<file path="config.mk">
export PLATFORM = sky130hd
export DESIGN_NAME = length_prefixed_packet_deframer_core
export DESIGN_NICKNAME = d
export VERILOG_FILES = /design/src/rtl/lpd_pkg.sv /design/src/rtl/lpd_in_stage.sv /design/src/rtl/lpd_frame.sv /design/src/rtl/length_prefixed_packet_deframer_core.sv
export SDC_FILE = /design/constraint.sdc
export NUM_CORES = 1
export LEC_CHECK = 0
export ABC_AREA = 1
export CAP_MARGIN = 40
export CORE_UTILIZATION = 45
export CTS_BUF_LIST = sky130_fd_sc_hd__clkbuf_4
export DETAILED_ROUTE_END_ITERATION = 6
export DONT_BUFFER_PORTS = 1
export PLACE_DENSITY = 0.59
export SLEW_MARGIN = 10
export SYNTH_ARGS = -nofsm -noshare
export SYNTH_HDL_FRONTEND = slang
export SYNTH_HIERARCHICAL = 1
export SYNTH_SLANG_ARGS = --single-unit
</file>
<file path="constraint.sdc">
create_clock -name i_clk -period 2.6 [get_ports i_clk]
set_input_delay 0.26 -clock i_clk [delete_from_list [all_inputs] [get_ports i_clk]]
set_output_delay 0.26 -clock i_clk [all_outputs]
set_load 0.01 [all_outputs]
</file>
<file path="src/rtl/lpd_pkg.sv">
// Shared types and constants for the length-prefixed packet deframer.
`timescale 1ns / 1ps

package lpd_pkg;

    localparam logic [7:0] SIGNATURE_BYTE = 8'h7F;

    typedef logic [2:0] t_phase;
    localparam t_phase PHASE_SIG     = 3'd0;
    localparam t_phase PHASE_LEN0    = 3'd1;
    localparam t_phase PHASE_LEN1    = 3'd2;
    localparam t_phase PHASE_LEN2    = 3'd3;
    localparam t_phase PHASE_LEN3    = 3'd4;
    localparam t_phase PHASE_PAYLOAD = 3'd5;

    typedef logic [2:0] t_status;
    localparam t_status ST_PAYLOAD  = 3'd0;
    localparam t_status ST_EMPTY    = 3'd1;
    localparam t_status ST_BAD_SIG  = 3'd2;
    localparam t_status ST_TOO_LONG = 3'd3;
    localparam t_status ST_LINK     = 3'd4;

    localparam logic REG_MAX_PAYLOAD = 1'b0;
    localparam logic [31:0] MAX_PAYLOAD_RESET = 32'd1048576;

    typedef struct packed {
        logic [7:0] rx_byte;
        logic       link_down;
        logic       clear;
    } t_item;

    typedef struct packed {
        logic [7:0] payload_byte;
        logic       last;
        t_status    status;
    } t_result;

endpackage

</file>
<file path="src/rtl/lpd_in_stage.sv">
// Input register stage: holds one transfer until the framer takes it.
`timescale 1ns / 1ps

module lpd_in_stage
    import lpd_pkg::*;
(
    input  logic  i_clk,
    input  logic  i_rst_n,
    input  logic  i_valid,
    input  t_item i_item,
    output logic  o_stall,
    input  logic  i_adv,
    output logic  o_fire,
    output t_item o_item
);

    logic  r_valid;
    t_item r_item;
    logic  load;

    assign o_stall = r_valid && !i_adv;
    assign load    = !o_stall;
    assign o_fire  = r_valid && i_adv;
    assign o_item  = r_item;

    always_ff @(posedge i_clk) begin
        if (!i_rst_n) begin
            r_valid <= 1'b0;
        end else if (load) begin
            r_valid <= i_valid;
        end
    end

    always_ff @(posedge i_clk) begin
        if (load && i_valid) begin
            r_item <= i_item;
        end
    end

endmodule

</file>
<file path="src/rtl/lpd_frame.sv">
// Header tracking, error latch and payload counting for one byte per cycle while the input stage fires.
`timescale 1ns / 1ps

module lpd_frame
    import lpd_pkg::*;
(
    input  logic        i_clk,
    input  logic        i_rst_n,
    input  logic        i_fire,
    input  t_item       i_item,
    input  logic [31:0] i_max_payload,
    output logic        o_res_valid,
    output t_result     o_result
);

    t_phase      r_phase,     n_phase;
    logic        r_sig_ok,    n_sig_ok;
    logic [31:0] r_len_acc,   n_len_acc;
    logic [31:0] r_remaining, n_remaining;
    logic        r_err,       n_err;

    logic [31:0] full_len;
    logic [31:0] rem_dec;

    assign full_len = {i_item.rx_byte, r_len_acc[23:0]};
    assign rem_dec  = r_remaining - 32'd1;

    always_comb begin
        n_phase     = r_phase;
        n_sig_ok    = r_sig_ok;
        n_len_acc   = r_len_acc;
        n_remaining = r_remaining;
        n_err       = r_err;
        o_res_valid = 1'b0;
        o_result    = '{payload_byte: 8'd0, last: 1'b0, status: ST_PAYLOAD};

        if (i_item.link_down) begin
            n_err       = 1'b1;
            n_phase     = PHASE_SIG;
            n_sig_ok    = 1'b0;
            n_len_acc   = '0;
            n_remaining = '0;
            o_res_valid = !r_err;
            o_result.status = ST_LINK;
        end else if (i_item.clear) begin
            n_err       = 1'b0;
            n_phase     = PHASE_SIG;
            n_sig_ok    = 1'b0;
            n_len_acc   = '0;
            n_remaining = '0;
        end else if (!r_err) begin
            case (r_phase)
                PHASE_PAYLOAD: begin
                    n_remaining = rem_dec;
                    o_res_valid = 1'b1;
                    o_result.payload_byte = i_item.rx_byte;
                    if (rem_dec == 32'd0) begin
                        o_result.last = 1'b1;
                        n_phase       = PHASE_SIG;
                        n_sig_ok      = 1'b0;
                        n_len_acc     = '0;
                    end
                end
                PHASE_LEN0: begin
                    n_len_acc = {r_len_acc[31:8], i_item.rx_byte};
                    n_phase   = PHASE_LEN1;
                end
                PHASE_LEN1: begin
                    n_len_acc = {r_len_acc[31:16], i_item.rx_byte, r_len_acc[7:0]};
                    n_phase   = PHASE_LEN2;
                end
                PHASE_LEN2: begin
                    n_len_acc = {r_len_acc[31:24], i_item.rx_byte, r_len_acc[15:0]};
                    n_phase   = PHASE_LEN3;
                end
                PHASE_LEN3: begin
                    n_phase     = PHASE_SIG;
                    n_sig_ok    = 1'b0;
                    n_len_acc   = '0;
                    n_remaining = '0;
                    o_res_valid = 1'b1;
                    if (!r_sig_ok) begin
                        n_err           = 1'b1;
                        o_result.status = ST_BAD_SIG;
                    end else if (full_len > i_max_payload) begin
                        n_err           = 1'b1;
                        o_result.status = ST_TOO_LONG;
                    end else if (full_len == 32'd0) begin
                        o_result.last   = 1'b1;
                        o_result.status = ST_EMPTY;
                    end else begin
                        o_res_valid = 1'b0;
                        n_remaining = full_len;
                        n_phase     = PHASE_PAYLOAD;
                    end
                end
                default: begin
                    // signature byte; unused phase codes restart here too
                    n_sig_ok  = (i_item.rx_byte == SIGNATURE_BYTE);
                    n_len_acc = '0;
                    n_phase   = PHASE_LEN0;
                end
            endcase
        end
    end

    always_ff @(posedge i_clk) begin
        if (!i_rst_n) begin
            r_phase     <= PHASE_SIG;
            r_sig_ok    <= 1'b0;
            r_len_acc   <= '0;
            r_remaining <= '0;
            r_err       <= 1'b0;
        end else if (i_fire) begin
            r_phase     <= n_phase;
            r_sig_ok    <= n_sig_ok;
            r_len_acc   <= n_len_acc;
            r_remaining <= n_remaining;
            r_err       <= n_err;
        end
    end

endmodule

</file>
<file path="src/rtl/length_prefixed_packet_deframer_core.sv">
// Top level of the length-prefixed packet deframer.
//
// Input channel: i_valid/o_stall carry one received byte per transfer with
// its link-down and clear flags. Output channel: o_valid/i_stall carry
// payload bytes and status results (empty packet, bad signature, length over
// limit, link failure). A header is a 0x7F signature then a 32-bit
// little-endian length; after a good header the payload bytes pass through,
// the final one marked with o_last.
// Path: a result is registered in the input register, then in the result
// register. Throughput: one byte per cycle while i_stall does not hold the
// output, set by the single framer step between the two registers.
// Bytes causing no result are consumed without an output transfer.
// When i_stall is high with a result waiting, the result holds, and o_stall
// rises once the input register is also full; nothing is lost.
// Reset (synchronous, i_rst_n low) empties both registers, clears the error
// latch and framing state, and sets max_payload to 1048576.
// max_payload sits at APB address 0; write it only while the block is idle.
`timescale 1ns / 1ps

module length_prefixed_packet_deframer_core
    import lpd_pkg::*;
(
    input  logic        i_clk,
    input  logic        i_rst_n,
    input  logic        i_valid,
    output logic        o_stall,
    input  logic [7:0]  i_rx_byte,
    input  logic        i_link_down,
    input  logic        i_clear,
    output logic        o_valid,
    input  logic        i_stall,
    output logic [7:0]  o_payload_byte,
    output logic        o_last,
    output logic [2:0]  o_status,
    input  logic        psel,
    input  logic        penable,
    input  logic        pwrite,
    input  logic [2:0]  paddr,
    input  logic [31:0] pwdata,
    output logic [31:0] prdata,
    output logic        pready
);

    t_item       in_item;
    t_item       stage_item;
    logic        adv;
    logic        fire;
    logic        res_valid;
    t_result     result;
    logic        r_out_valid;
    t_result     r_out;
    logic [31:0] r_max_payload;

    assign in_item = '{rx_byte: i_rx_byte, link_down: i_link_down, clear: i_clear};
    assign adv     = !r_out_valid || !i_stall;

    lpd_in_stage u_in_stage (
        .i_clk   (i_clk),
        .i_rst_n (i_rst_n),
        .i_valid (i_valid),
        .i_item  (in_item),
        .o_stall (o_stall),
        .i_adv   (adv),
        .o_fire  (fire),
        .o_item  (stage_item)
    );

    lpd_frame u_frame (
        .i_clk         (i_clk),
        .i_rst_n       (i_rst_n),
        .i_fire        (fire),
        .i_item        (stage_item),
        .i_max_payload (r_max_payload),
        .o_res_valid   (res_valid),
        .o_result      (result)
    );

    always_ff @(posedge i_clk) begin
        if (!i_rst_n) begin
            r_out_valid <= 1'b0;
        end else if (adv) begin
            r_out_valid <= fire && res_valid;
        end
    end

    always_ff @(posedge i_clk) begin
        if (adv && fire && res_valid) begin
            r_out <= result;
        end
    end

    assign o_valid        = r_out_valid;
    assign o_payload_byte = r_out.payload_byte;
    assign o_last         = r_out.last;
    assign o_status       = r_out.status;

    // configuration
    assign pready = 1'b1;

    always_ff @(posedge i_clk) begin
        if (!i_rst_n) begin
            r_max_payload <= MAX_PAYLOAD_RESET;
        end else if (psel && penable && pwrite && (paddr[2] == REG_MAX_PAYLOAD)) begin
            r_max_payload <= pwdata;
        end
    end

    always_comb begin
        unique case (paddr[2])
            REG_MAX_PAYLOAD: prdata = r_max_payload;
            default:         prdata = 32'd0;
        endcase
    end

endmodule

</file>
=== Word level (Yosys, flattened, before mapping) ===
Cells that the tools add are included.

* Register bits: 117

* Add/sub/neg operators: 1
* $lt $le $gt $ge: 1
* Equal/unequal tests: 12
* Muxes and demuxes: 49
* Bitwise gates (word level): 4
* Reductions and logical operators: 29

{| class="wikitable"
|+ Operators with widths
! kind !! number
|-
| 32-bit two-way mux || 7
|-
| 24-bit two-way mux || 4
|-
| 24-bit one-hot mux with 4 select lines || 1
|-
| 32-bit logical NOT || 2
|-
| 32-bit one-hot mux with 2 select lines || 1
|-
| 3-bit two-way mux || 12
|-
| 32-bit > comparator || 1
|-
| 32-bit by 1-bit subtractor with 32-bit output, second input constant || 1
|-
| 1-bit two-way mux || 19
|-
| 3-bit one-hot mux with 5 select lines || 1
|-
| 5-bit AND reduction || 3
|-
| 3-bit != test, second input constant || 4
|-
| 1-bit logical AND || 9
|-
| 8-bit by 7-bit equality test with 1-bit output, second input constant || 1
|-
| 4-bit OR reduction || 2
|-
| 3-bit by 2-bit equality test with 1-bit output, second input constant || 2
|-
| 3-bit equality test, second input constant || 2
|-
| 3-bit AND reduction || 2
|-
| 3-bit OR reduction || 2
|-
| 1-bit logical NOT || 5
|-
| 5-bit OR reduction || 1
|-
| 4-bit two-way mux || 1
|-
| 4-bit by 3-bit != test with 1-bit output, second input constant || 1
|-
| 1-bit NOT || 4
|-
| other kinds (7) || 8
|}

=== Longest topological paths before layout ===
* Depth in word-level cells: 9
* Gate-level depth with buffers: 19

=== Hierarchy ===
Netlist, hierarchy kept.

{| class="wikitable"
|+ Modules (own cells, without submodules)
! module !! instances !! cells an instance !! area each (um^2) !! sequential area each (um^2)
|-
| lpd_frame || 1 || 902 || 5,281.3 || 1,221.2
|-
| length_prefixed_packet_deframer_core || 1 || 297 || 2,087.0 || 1,021.0
|-
| lpd_in_stage || 1 || 20 || 360.3 || 320.3
|}

=== Worst setup path before layout ===
Ideal clock, no wire load.

* Kind: register to register
* From: reg u_in_stage.r_item (netlist bit u_in_stage/o_item[9])
* To: reg r_out (netlist bit o_last) (enable)
* Setup time: 385 ps
* Arrival: 2,466 ps
* Required time: 2,215 ps
* Setup slack: -251 ps
* Stages on the path, launching flop included: 14
* Clock period less this slack: 2,851 ps
* Path through: edfxtp_1 -> ha_1 -> nand2_1 -> nor2_1 -> nand2_1 -> nor4b_1 -> nand2_1 -> nand2_1 -> nand2_1 -> nand2_1 -> o21ai_0 -> o22ai_1 -> nand2_1 -> a21oi_1

* Word-level cells in the longest chain between the ends: 9
* Elaborated cells on any way between the ends: 10
* Classes of those cells: order compare: 1; mux: 7; reduce/logical: 2

{| class="wikitable"
|+ RTL lines
! item !! line !! source
|-
| start: declaration || lpd_in_stage.sv:18 || <nowiki>t_item r_item;</nowiki>
|-
| start signal: assignment || lpd_in_stage.sv:36 || <nowiki>r_item <= i_item;</nowiki>
|-
| parallel branches: the longest is 2 deep, another holds 32-bit > comparator || -- ||
|-
| 1-bit two-way mux * || lpd_frame.sv:85 || <nowiki>end else if (full_len > i_max_payload) begin</nowiki>
|-
| 1-bit two-way mux * || lpd_frame.sv:82 || <nowiki>if (!r_sig_ok) begin</nowiki>
|-
| 1-bit one-hot mux with 2 select lines * || lpd_frame.sv:52 || <nowiki>case (r_phase)</nowiki>
|-
| 1-bit two-way mux * || lpd_frame.sv:51 || <nowiki>end else if (!r_err) begin</nowiki>
|-
| 1-bit two-way mux * || lpd_frame.sv:45 || <nowiki>end else if (i_item.clear) begin</nowiki>
|-
| 1-bit two-way mux * || lpd_frame.sv:37 || <nowiki>if (i_item.link_down) begin</nowiki>
|-
| net res_valid || length_prefixed_packet_deframer_core.sv:48 || <nowiki>logic res_valid;</nowiki>
|-
| 1-bit logical AND * || length_prefixed_packet_deframer_core.sv:87 || <nowiki>if (adv && fire && res_valid) begin</nowiki>
|-
| end signal: assignment || length_prefixed_packet_deframer_core.sv:88 || <nowiki>r_out <= result;</nowiki>
|-
| end: declaration || length_prefixed_packet_deframer_core.sv:51 || <nowiki>t_result r_out;</nowiki>
|}

Mark *: on every way through the listed nets, which the timed path passes.
A chain may end at the register's enable or synchronous reset.

=== Final worst setup path ===
* From: reg u_in_stage.r_item (netlist bit u_in_stage/o_item[3])
* To: reg r_out (netlist bit o_payload_byte[2]) (enable)

Same word-level chain as after synthesis.

==> key figures <==
Outcome
  • Status: completed

Yosys
  • YS warnings: 6
  • Sequential area share after synthesis: 33.2%
  • Post-synthesis simple-gate area fraction: 38.6%
  • Largest cells by area after synthesis: dfxtp_1, nand2_1, nor2_1, inv_1, edfxtp_1
  • Post-synth top cells: nand2_1, nor2_1, inv_1
  • Post-synth EDFFs: 22
  • Post-synth top area share: 24.6%
  • XOR/XNOR Fraction of Synth Area: 0.777%
  • Post-Syn Nets: 1305
  • Largest family of logic cells by synthesized area: simple AND/OR/NAND/NOR gates
  • FFs w/ async S/R, synth: 0%
  • Mapped cell area: 0.00773 mm^2
  • FF+latch count, synth: 117
  • Post-synthesis area per instance: 6.34 um^2
  • Post-synthesis mux area share: 0%
  • Post-synth cell types: 45
  • Synth Flop Type: dfxtp_1
  • Count leader, synth: nand2_1
  • Adder-Cell Fraction of Synth Area: 5.50%
  • Yosys top cell by area: dfxtp_1
  • Compound-Gate Fraction of Synth Area: 7.97%
  • Post-Synthesis Cells: 1219

Cells and area
  • Non-filler cells, final: 1534
  • Final net count: 1385
  • P&R area growth vs syn: 20.3%
  • Post-route core utilization: 55.7%
  • Layout cells sized above 1: 13.3%

STA
  • Clk_skew: 0.00948 ns
  • Setup-failing EPs final: 0
  • Fin crit share: 99.3%
  • Final Slew Violations: 0
  • Fin. Hold Viols: 0
  • Worst Tran Pin Value: 0.529 ns
  • Maximum operating frequency: 0.387 GHz
  • Crit path time final: 2.58 ns
  • Relative slew slack: 64.7%
  • Setup TNS: 0 ns
  • RSZ-0062 raised after global routing: true
  • PnR worst setup slack: 0.0177 ns

CTS
  • Clk root buf: clkbuf_4
  • CTS Buf Count: 17
  • Clk sink count: 117
  • H-tree depth: 4
  • Maximum buffer depth of the clock tree: 2
  • Reg clk slew, reported paths: 0.10 ns
  • CTS tree: built
  • Clock Latency Late Sink: 0.53 ns

Pwr
  • Cell Pwr Density: 515 mW/mm^2
  • Static Leak: 4.30 nW
  • Design Power: 0.00478 W
  • Worst vdd ir: 0.288 mV

Place
  • Routability cong.: 0.878
  • Post-DP HPWL: 15.7 mm
  • IO buf count: 0
  • Placed Cells: 1443
  • Place WS: -0.00787 ns

Routing
  • Number of vias per cell: 4.99
  • Total iterations of the first detailed-routing run: 5
  • DRT antenna net count: 0
  • DRC: 0
  • Per-cell routed wire length: 14.1 um
  • Via count: 7647
  • DR iter-0 viols: 493
  • WL final: 21.6 mm

Global routing
  • Number of global-route vias before repair: 7040
  • Largest net degree at the start of global routing: 62
  • Gr ovfl total: 0
  • First-pass GRT wire length: 34.9 mm
  • GR Util All Layers: 25.1%
  • Initial antenna violation count: 1

Die
  • Initial Utilization: 46.3%
  • Die Wd: 133 um
  • DIE AREA: 0.0177 mm^2
  • # IOs: 99
  • Core box area: 0.0167 mm^2
  • Cell row count: 47
  • Die extent in y: 133 um

Worst hold path
  • Hold crit path type: in -> reg

Job
  • Max_cap viols: 0

Critical path
  • Crit-path max FO: 6
  • CP Data Required Time: 2.87 ns
  • Critical path start-end classification: reg -> reg
  • Worst EP arrival: 2.85 ns
  • CP Capture Type: register
  • Worst Setup Start Kind: register
-- cell families after synthesis --
| family | Yosys count |
|---|---|
| compound gates | 114 |
| fa+ha+maj | 34 |
| other cells | 1 |
| flops | 117 |
| xor+xnor | 6 |
| simple gates | 684 |
| buf+inv | 263 |
-- cells in the final DEF, fill, tap and decap left out, types with 3 or more instances in the layout --
cell,count
nand2_1,302
inv_1,208
nor2_1,201
dfxtp_1,85
nand3_1,59
buf_4,54
a21oi_1,52
dlygate4sd3_1,45
nand4_1,39
ha_1,28
o22ai_1,23
edfxtp_1,22
nor2_2,19
clkbuf_4,19
o21ai_0,14
nor3_1,13
nand2_2,12
o21ai_1,12
dfxtp_2,10
clkinv_1,8
inv_2,6
nand3b_1,6
ha_4,6
nand2_4,5
nor2_4,5
clkinv_2,4
bufinv_16,4
nand3_2,4
nor4_1,4
nor2_8,3
buf_12,3
xor2_1,3
a21oi_2,3
-- report_power, final --
part | internal, W | switching [W] | leakage, nW
logic | 0.000535 | 0.000809 | 3.13
clock network | 0.000765 | 0.000687 | 0.166
registers | 0.00192 | 0.0000670 | 1.00
-- sequential cells by signal (all words and copies together), names as in the netlist, 3 cells and up --
signal	cells
r_max_payload	32
u_frame/r_remaining	32
u_frame/r_len_acc	24
u_in_stage/o_item	10
o_payload_byte	8
o_status	3
u_frame/r_phase	3
-- final timing paths --
path,end,cells past startpoint,slack [ns],from
worst max register to register,o_payload_byte[2]$_DFFE_PP_,14,0.02,u_in_stage/o_item[3]$_DFFE_PP_
worst min register to register,u_frame/r_remaining[31]$_SDFFE_PN0P_,2,0.48,u_frame/r_remaining[31]$_SDFFE_PN0P_
worst max-delay path,o_payload_byte[2]$_DFFE_PP_,14,0.02,u_in_stage/o_item[3]$_DFFE_PP_
worst min-delay path,r_max_payload[31]$_SDFFE_PN0P_,4,0.06,psel
-- what timing repair did --
item | in CTS | in global routing
endpoints found under the setup margin | 12 | 63
endpoints found under the hold margin | 71 | 0
hold buffers | 46 | 0
setup buffers | 0 | 10
cloned | 0 | 1
pin swaps | 0 | 18
resized for setup | 1 | 67
-- per-stage QoR --
stage,hold slack [ns],cell area [um^2]
after floorplan,0.359,7730
after global placement,0.359,8150
after detailed placement,0.359,8170
after CTS,0.0247,8960
after global routing,0.0235,9300
final,0.0595,9300
-- routing by layer --
layer  track usage, %  vias up  part of all wire (%)
met4             8.30        0                   1.7
met1             33.2     3456                    47
met5                0        -                     0
met2             41.1      197                    47
li1                 -     3968                     -
met3             4.67       26                   4.4
-- final cells by class --
class	instances	area [um^2]
well taps	220	275
clock inverters	13	163
inverters	219	825
fillers	1718	7410
diodes	2	5.00
clock buffers	19	143
multi-input cells	839	4330
flip-flops and latches	117	2570
repair buffers	105	983
-- critical path, stage by stage, from the launching register on --
cell       delay, ns
edfxtp_1        0.45
ha_4            0.30
nand2_2         0.05
nor2_2          0.12
nand2_2         0.09
nor4b_4         0.29
nand2_1         0.08
nand2_1         0.07
nand2_2         0.08
nand2_2         0.09
o21ai_2         0.06
o22ai_1         0.14
nand2_1         0.12
a21oi_4         0.20
clkbuf_16       0.18
Note: power is estimated with default switching activity, not from simulation.
